[src/hw/rtl/cbps_pkg.sv]
// Shared types and constants for the crop box point statistics block.
// Used by cbps_dpath, cbps_ctrl, the top level and the checker; it depends on nothing else.
package cbps_pkg;

  localparam int MAX_POINTS_DEF = 4096;
  localparam int COORD_BITS_DEF = 24;

  localparam int OUT_W      = 112;
  localparam int CFG_IDX_W  = 3;
  localparam int CFG_DATA_W = 24;

  localparam logic [CFG_IDX_W-1:0] CFG_CENTER_X      = 3'd0;
  localparam logic [CFG_IDX_W-1:0] CFG_CENTER_Y      = 3'd1;
  localparam logic [CFG_IDX_W-1:0] CFG_CENTER_Z      = 3'd2;
  localparam logic [CFG_IDX_W-1:0] CFG_BOX_SIZE      = 3'd3;
  localparam logic [CFG_IDX_W-1:0] CFG_COLUMN_OFFSET = 3'd4;
  localparam logic [CFG_IDX_W-1:0] CFG_ROW_OFFSET    = 3'd5;
  localparam logic [CFG_IDX_W-1:0] CFG_DEPTH_IS_Z    = 3'd6;

  localparam logic [22:0] BOX_SIZE_RST = 23'd6554;

  localparam logic [1:0] ST_OK       = 2'd0;
  localparam logic [1:0] ST_EMPTY    = 2'd1;
  localparam logic [1:0] ST_SINGLE   = 2'd2;
  localparam logic [1:0] ST_OVERFLOW = 2'd3;

  typedef enum logic [2:0] {
    S_COLLECT,
    S_MEAN,
    S_MEAN_WAIT,
    S_DEV,
    S_DRAIN,
    S_VAR_WAIT,
    S_SQRT_WAIT,
    S_FINISH
  } fsm_state_t;

  typedef struct packed {
    logic take;
    logic mean_start;
    logic mean_latch;
    logic dev_clear;
    logic dev_step;
    logic var_start;
    logic sqrt_start;
    logic load_out;
  } cbps_cmd_t;

  typedef struct packed {
    logic n_zero;
    logic n_one;
    logic div_done;
    logic sqrt_done;
    logic dev_issued_all;
    logic dev_pipe_empty;
    logic out_free;
  } cbps_status_t;

endpackage

[src/hw/rtl/cbps_ctrl.sv]
// Controller state machine: point collection, mean, deviation pass, variance,
// root and result hand-off. Uses cbps_pkg; drives the datapath by commands.
module cbps_ctrl (
  input  logic                   clk,
  input  logic                   rst,
  input  logic                   s_tvalid,
  input  logic                   s_tlast,
  output logic                   s_tready,
  input  cbps_pkg::cbps_status_t status,
  output cbps_pkg::cbps_cmd_t    cmd
);
  import cbps_pkg::*;

  fsm_state_t state, state_next;

  always_ff @(posedge clk) begin
    if (rst) begin
      state <= S_COLLECT;
    end else begin
      state <= state_next;
    end
  end

  always_comb begin
    state_next = state;
    unique case (state)
      S_COLLECT:   if (s_tvalid && s_tlast) state_next = S_MEAN;
      S_MEAN:      state_next = status.n_zero ? S_FINISH : S_MEAN_WAIT;
      S_MEAN_WAIT: if (status.div_done) state_next = S_DEV;
      S_DEV:       if (status.dev_issued_all) state_next = S_DRAIN;
      S_DRAIN: begin
        if (status.dev_pipe_empty) state_next = status.n_one ? S_FINISH : S_VAR_WAIT;
      end
      S_VAR_WAIT:  if (status.div_done) state_next = S_SQRT_WAIT;
      S_SQRT_WAIT: if (status.sqrt_done) state_next = S_FINISH;
      S_FINISH:    if (status.out_free) state_next = S_COLLECT;
      default:     state_next = S_COLLECT;
    endcase
  end

  always_comb begin
    cmd      = '0;
    s_tready = 1'b0;
    unique case (state)
      S_COLLECT: begin
        s_tready = 1'b1;
        cmd.take = s_tvalid;
      end
      S_MEAN:      cmd.mean_start = !status.n_zero;
      S_MEAN_WAIT: begin
        cmd.mean_latch = status.div_done;
        cmd.dev_clear  = status.div_done;
      end
      S_DEV:       cmd.dev_step = 1'b1;
      S_DRAIN:     cmd.var_start = status.dev_pipe_empty && !status.n_one;
      S_VAR_WAIT:  cmd.sqrt_start = status.div_done;
      S_SQRT_WAIT: ;
      S_FINISH:    cmd.load_out = status.out_free;
      default:     ;
    endcase
  end

endmodule

[config.mk]
export PLATFORM = sky130hd
export DESIGN_NAME = cbps_ctrl
export DESIGN_NICKNAME = d
export VERILOG_FILES = /design/src/hw/rtl/cbps_pkg.sv /design/src/hw/rtl/cbps_ctrl.sv
export SDC_FILE = /design/constraint.sdc
export NUM_CORES = 1
export LEC_CHECK = 0
export BUFFER_PORTS_ARGS = -buffer_cell sky130_fd_sc_hd__buf_2
export CAP_MARGIN = 10
export CORE_AREA = 2 2 39 41
export CTS_CLUSTER_SIZE = 8
export DETAILED_ROUTE_END_ITERATION = 12
export DIE_AREA = 0 0 41 43
export HOLD_SLACK_MARGIN = 0.03
export PLACE_DENSITY = 0.45
export SLEW_MARGIN = 15
export SYNTH_ARGS = -nofsm -noshare
export SYNTH_HDL_FRONTEND = slang
export SYNTH_SLANG_ARGS = --single-unit
export TNS_END_PERCENT = 10
[constraint.sdc]
create_clock -name clk -period 1.7 [get_ports clk]
set_clock_uncertainty 0.15 [all_clocks]
set_input_delay 0.085 -clock clk [delete_from_list [all_inputs] [get_ports clk]]
set_output_delay 0.085 -clock clk [all_outputs]
set_load 0.01 [all_outputs]
# ---- Yosys cells after proc, flatten, opt, wreduce, memory -nomap -nowiden
# Cells that the tools add are included.
dict set report classes {
  magnitude_cmp 0
  bitwise 0
  n_reduce_logical 6
  mul 0
  shifts 0
  n_eq_ne 14
  n_mux 18
  addsub 0
  div 0
}
# cell n
set ops {}
lappend ops {{$mux W3} 8}
lappend ops {{$pmux W3 S8} 1}
lappend ops {{$ne A2 B2 Y1 const B} 7}
lappend ops {{$eq A3 B3 Y1 const B} 4}
lappend ops {{$mux W1} 7}
lappend ops {{$reduce_and A7 Y1} 1}
lappend ops {{$eq A3 B2 Y1 const B} 2}
lappend ops {{$mux W2} 2}
lappend ops {{$eq A3 B1 Y1 const B} 1}
lappend ops {{$logic_not A3 Y1} 1}
lappend ops {{$logic_and A1 B1 Y1} 2}
lappend ops {{$logic_not A1 Y1} 2}
dict set report word_totals {
  output_inout_bits 9
  rom_bits 0
  latch_bits 0
  inputBits 11
  mem_count 0
  wordCells 39
  ram_bits 0
  regBits 3
}

# ---- Longest topological paths before layout
# Gate-level depths: netlist of the first run.
dict set report depth {
  depth_word 3
  depth_mapped 5
  depth_no_buf 4
}

# ---- Worst setup path before layout of the first run
# OpenSTA, ideal clock, no wires.
dict set report synth_path {
  kind {reg2out}
  start {register state[1]}
  end {output port cmd[5] in the netlist's numbering}
  stages_incl_launch_ff 5
  path_buffers 2
  arrival_ns 1.325
  path_slack_ns 0.140
  required_time_ns 1.465
  path_cell_list {dfxtp_1 clkbuf_2 inv_1 nor4b_1 buf_4}
}
# item line_no
set synth_rtl {}
lappend synth_rtl {{start, declared} cbps_ctrl.sv:14} ;# fsm_state_t state, state_next;
lappend synth_rtl {{start signal, assigned} cbps_ctrl.sv:20} ;# state <= state_next;
lappend synth_rtl {{end, declared} cbps_ctrl.sv:10} ;# output cbps_pkg::cbps_cmd_t cmd

==> out/qor.yml, run 1 <==
outcome:
  status: "finished, final reports clean"
pwr:
  swShare: 0.350
  pwr-share-clk: 0.350
  p_comb_frac: 0.359
  p_int_mw: 0.238
  ir_drop_uv: 241
  switchingPower_mw: 0.129
  p_per_area_nw_per_um2: 860
  p_leak_nw: 0.201
  sequentialPowerShare: 0.290
drt:
  drt_iter0_markers: 2
  viasPerCell: 4.81
  drc: 0
  wl_met3_um: 90
  drt-total-wl_um: 831
  routedLengthMet1_um: 359
  firstDrtPassIters: 4
  wl_met2_um: 360
  wl_per_cell_um: 10.8
  vias: 370
  ant_nets: 0
  routed.top_layer: "met4"
layout:
  fin_cells: 77
  top_register: "state"
  diodes: 0
  largest_reg_flops: 3
  syn_to_final_growth_pct: 55.7
  reg.largest.list: "state x3"
  fin_nets: 73
  layout-drive-gt1-share: 0.443
floorplan:
  die_x_um: 41
  die_y_um: 43
  core_area_um2: 1380
  dieArea_um2: 1760
  start_util: 0.198
  ios: 20
  rows: 14
global_route:
  grt-ovfl-total: 0
  antenna_found_initial: 0
  grt_pass1_wl_um: 1370
  first_global_vias: 319
  grt_util_all_layers: 0.122
  grt_start_max_net_pins: 12
synthesis:
  ys_seq_area_frac: 0.219
  synthFlopType: "dfxtp_1"
  ys_ff_latch: 3
  synth_area_um2: 274
  synth_edf_count: 0
  synth_top_area_share: 0.219
  synth_top_area_cell: "dfxtp_1"
  syn_nets: 49
  yosysWarnings: 0
  synth_top_cells_by_count: "nand2_1, nor2_1, dfxtp_1, o21ai_0"
  ys_types: 25
  syn-instance-count: 38
  synth_area_leaders: "dfxtp_1, mux4_2, o21ai_0, buf_4, nand2_1"
  synthArstFlopShare: 0
  avgSynthCellArea_um2: 7.21
clock_network:
  cts_buffers: 3
  clock_sinks: 3
  ctsLongestPathBuffers: 2
  post-cts-setup-buffer-count: 0
  clock_latency_ns: 0.24
  htreeDepth: 1
  clkTransAtPathRegs_ns: 0.04
  cts_tree: "done"
  cts-root-buf: "clkbuf_4"
sta:
  setup_viol: 0
  slew-limit-headroom: 0.770
  fmax_ghz: 0.662
  worst_pin_slew_ns: 0.344
  rsz0062_at_grt: "false"
  drv_slew: 0
  min_period_ns: 1.51
  finalCritPeriodShare: 0.889
  timing.hold.ws_ns: 0.0733
  final.setup.tns_ns: 0
  hold_viol: 0
worst_setup_path:
  cp_data_arrival_time_ns: 1.28
  crit_type: "flip-flop to output pin"
  crit_path_end_kind: "output pin"
  cp-start-kind: "flip-flop"
  required_ns: 1.46
  crit_fanout: 8
placed_design:
  place_inst: 71
  place_congestion: 0.714
  portBuffers: 19
  dp_hpwl_um: 602
min_path:
  hold_path_class: "input port to flip-flop"
flow_run:
  cap_violations: 0
[worst max-delay path, cell delays in order (launching register included)]
cell and delay [ns]:
dfxtp_2 0.40, inv_1 0.11, nor4b_1 0.34, buf_2 0.19
[through the flow]
stage / instance area, µm² / power [mW] / worst slack, ns / utilization
after floorplan: 274 / 0.189 / 0.140 / -
after global placement: 379 / 0.237 / 0.311 / 0.274
after detailed placement: 379 / 0.236 / 0.313 / 0.274
after CTS: 425 / 0.375 / 0.0536 / 0.307
after global routing: 427 / 0.405 / 0.0233 / 0.308
final: 427 / 0.367 / 0.188 / 0.308
[path summary, 6_finish.rpt]
path                                            start                     to  slack (ns)  cells after the start
worst max-delay path            state[1]$_SDFFE_PP0P_                 cmd[5]        0.19                      3
worst min register to register  state[1]$_SDFFE_PP0P_  state[2]$_SDFFE_PP0P_        0.39                      1
worst min-delay path                        status[2]  state[2]$_SDFFE_PP0P_        0.07                      3
worst max register to register  state[2]$_SDFFE_PP0P_  state[1]$_SDFFE_PP0P_        0.36                      3
[placed cells by master, fill, tap and decap left out]
cell and instances:
mux4_2 1, nand2_1 4, a21oi_1 1, o21ai_0 3, and2_0 1, nor2_1 4, and2_2 1, and3_1 1
a211oi_1 1, buf_2 19, dfxtp_1 2, clkbuf_1 1, clkbuf_4 3, inv_1 2, nand4_1 1, nor4_1 1
dfxtp_2 1, o2bb2ai_1 1, a221oi_1 1, a21boi_0 1, nor3_1 1, and4_1 1, nand2b_1 1, o21ai_1 2
nand3_1 1, buf_4 2, dlygate4sd3_1 2, nor4b_1 1
[per-layer routing]
layer  global-route usage  vias up
li1                     -      183
met1                0.135      154
met2                0.175       31
met3               0.0314        2
met4                0.120        0
met5                    0        -
[cells by family (layout without fill, tap and decap cells)]
| logic type | Yosys count | in the layout | share of synthesized area |
|---|---|---|---|
| DFF | 3 | 3 | 0.219 |
| buffers and inverters | 6 | 29 | 0.119 |
| and+or+nand+nor | 18 | 18 | 0.352 |
| muxes | 1 | 1 | 0.0822 |
| AOI/OAI and AO/OA | 10 | 10 | 0.228 |
[power groups by stage]
stage,Combinational [mW],Sequential (mW),Clock (mW)
6_report,0.132,0.107,0.128
5_1_grt,0.151,0.111,0.144
4_1_cts,0.134,0.106,0.135
3_5_place_dp,0.129,0.106,0
3_3_place_gp,0.131,0.106,0
2_1_floorplan,0.102,0.0878,0
[layout make-up]
class	instances	area [µm²]
Inverter	2	7.51
Sequential cell	3	61.3
Multi-Input combinational cell	29	181
Fill cell	159	957
Clock buffer	4	26.3
Tap cell	16	20.0
Timing Repair Buffer	23	130
[repair_timing]
action	4_1_cts	5_1_grt
resized for setup	0	1
hold buffers	2	0
setup endpoints to repair	0	2
hold endpoints to repair	3	0
(Power assumes the default switching activity.)
==> inputs of run 2 (changes only) <==
- CAP_MARGIN: 10 -> 15
- CTS_BUF_LIST: not set -> sky130_fd_sc_hd__clkbuf_4 sky130_fd_sc_hd__clkbuf_8
==> run 2 against run 1 <==
Against the previous run: sequential cell count stayed put; sequential share of layout area fell by 0.13 points; worst hold slack worse by 0.0023 ns; largest cell class unchanged; critical path type unchanged; combinational power is essentially flat.
==> out/qor.yml, run 2 (synthesis gave the netlist of run 1 again) <==
clock_network:
  ctsLongestPathBuffers: 2  # unchanged
  cts-root-buf: "clkbuf_4"
  clock_sinks: 3  # unchanged
  htreeDepth: 1  # unchanged
  cts_buffers: 3  # unchanged
  clock_latency_ns: 0.24  # about the same
  cts_tree: "done"
  clkTransAtPathRegs_ns: 0.04  # about the same
  post-cts-setup-buffer-count: 0  # unchanged
flow_run:
  cap_violations: 0  # unchanged
sta:
  drv_slew: 0  # unchanged
  finalCritPeriodShare: 0.890  # about the same
  final.setup.tns_ns: 0  # unchanged
  timing.hold.ws_ns: 0.0710  # -0.00228 ns
  worst_pin_slew_ns: 0.364  # +0.0194 ns
  rsz0062_at_grt: "false"
  setup_viol: 0  # unchanged
  hold_viol: 0  # unchanged
  min_period_ns: 1.51  # +0.000544 ns
  slew-limit-headroom: 0.757  # -0.0130
  fmax_ghz: 0.661  # about the same
global_route:
  grt-ovfl-total: 0  # unchanged
  grt_util_all_layers: 0.122  # unchanged
  antenna_found_initial: 0  # unchanged
  first_global_vias: 319  # unchanged
  grt_pass1_wl_um: 1370  # unchanged
  grt_start_max_net_pins: 12  # unchanged
worst_setup_path:
  crit_chain: "inv_1, nor4b_1, buf_2"
  required_ns: 1.46  # about the same
  crit_end: "cmd[5]"
  startpoint: "state[1]$_SDFFE_PP0P_"
  regToRegStartpoint: "state[2]$_SDFFE_PP0P_"
  cp_data_arrival_time_ns: 1.28  # about the same
  cp_slowest_cell: "dfxtp_2"
  worstSetupPathDepth: 3  # unchanged
  rr_worst_depth: 3  # unchanged
  r2r_end: "state[1]$_SDFFE_PP0P_"
  crit_type: "flip-flop to output pin"
  cp-start-kind: "flip-flop"
  path_delay_family: "flip-flops"
  crit_fanout: 8  # unchanged
  cp_num_buf_inv: 2  # unchanged
  max_stage_delay_ns: 0.40  # about the same
  regToRegSetupSlack_ns: 0.36  # about the same
  crit_path_end_kind: "output pin"
pwr:
  p_leak_nw: 0.205  # +1.7%
  power_mw: 0.384  # +4.5%
  p_per_area_nw_per_um2: 891  # +3.6%
  ir_drop_uv: 241  # about the same
floorplan:
  rows: 14  # unchanged
  start_util: 0.198  # unchanged
  dieArea_um2: 1760  # unchanged
  core_area_um2: 1380  # unchanged
  ios: 20  # unchanged
  die_y_um: 43  # unchanged
  die_x_um: 41  # unchanged
drt:
  viasPerCell: 4.62  # -3.8%
  firstDrtPassIters: 4  # unchanged
  drc: 0  # unchanged
  drt-total-wl_um: 814  # -2.0%
  drt_iter0_markers: 4  # +2
  wl_per_cell_um: 10.6  # -2.0%
  ant_nets: 0  # unchanged
  vias: 356  # -3.8%
placed_design:
  dp_hpwl_um: 602  # unchanged
  place_congestion: 0.714  # unchanged
  portBuffers: 19  # unchanged
outcome:
  status: "finished, final reports clean"
min_path:
  hold_path_class: "input port to flip-flop"
layout:
  largest_reg_flops: 3  # unchanged
  syn_to_final_growth_pct: 57.1
  layout_commonest_cell: "buf_2"
  top_register: "state"
  diodes: 0  # unchanged
  fin_nets: 73  # unchanged
  fin_util: 0.311  # +0.00271
  layout-drive-gt1-share: 0.459  # +0.0164
  reg.largest.list: "state x3"
  final_cell_mix: "buf_2, nand2_1, nor2_1, clkbuf_4, o21ai_0"
-- run 2: cell count changes in the layout (fill, tap and decap cells not counted) --
cell,previous run,this run
clkbuf_4,3,4
clkbuf_1,1,0
-- run 2: cell type report --
cell class | instances | area, µm²
sequential | 3 | 61.3
multi-input combinational | 29 | 181
fill | 157 | 953
tap | 16 | 20.0
timing repair buffer | 23 | 130
clock buffer | 4 | 30.0
inverter | 2 | 7.51
-- run 2: layer usage --
layer | share of wire | wire (µm) | track usage
met4 | 0.023 | 19 | 0.120
met3 | 0.082 | 67 | 0.0314
met5 | 0 | 0 | 0
met1 | 0.45 | 364 | 0.135
met2 | 0.44 | 362 | 0.175
-- run 2: how the worst min path moves through the flow --
stage | start | end | slack [ns] | cells after the start
after floorplan | rst | state[2]$_SDFFE_PP0P_ | 0.01 | 1
after global placement | rst | state[1]$_SDFFE_PP0P_ | 0.16 | 2
after detailed placement | rst | state[2]$_SDFFE_PP0P_ | 0.15 | 2
after CTS | status[2] | state[2]$_SDFFE_PP0P_ | 0.07 | 3
after global routing | status[6] | state[2]$_SDFFE_PP0P_ | 0.11 | 3
final | status[2] | state[2]$_SDFFE_PP0P_ | 0.07 | 3
-- run 2: metrics by stage --
step | cell area [µm²] | setup WS, ns | cells
CTS | 429 | 0.0536 | 77
global placement | 379 | 0.311 | 71
global route | 430 | 0.0233 | 77
floorplan | 274 | 0.140 | 38
detailed placement | 379 | 0.313 | 71
finish | 430 | 0.188 | 77
-- run 2: tightest hold or removal path: stages --
cell and delay [ns]:
buf_2 0.10, o21ai_0 0.14, a221oi_1 0.07
-- run 2: report_power, final --
group / total, mW / switching, mW / internal [mW]
clock: 0.145 / 0.0408 / 0.104
sequential: 0.107 / 0.0242 / 0.0831
combinational: 0.131 / 0.0642 / 0.0672
total: 0.384 / 0.129 / 0.254
-- run 2: repair_timing --
item                                    4_1_cts  5_1_grt
resized for setup                             0        1
hold buffers                                  2        0
endpoints found under the setup margin        0        2
endpoints found under the hold margin         3        0
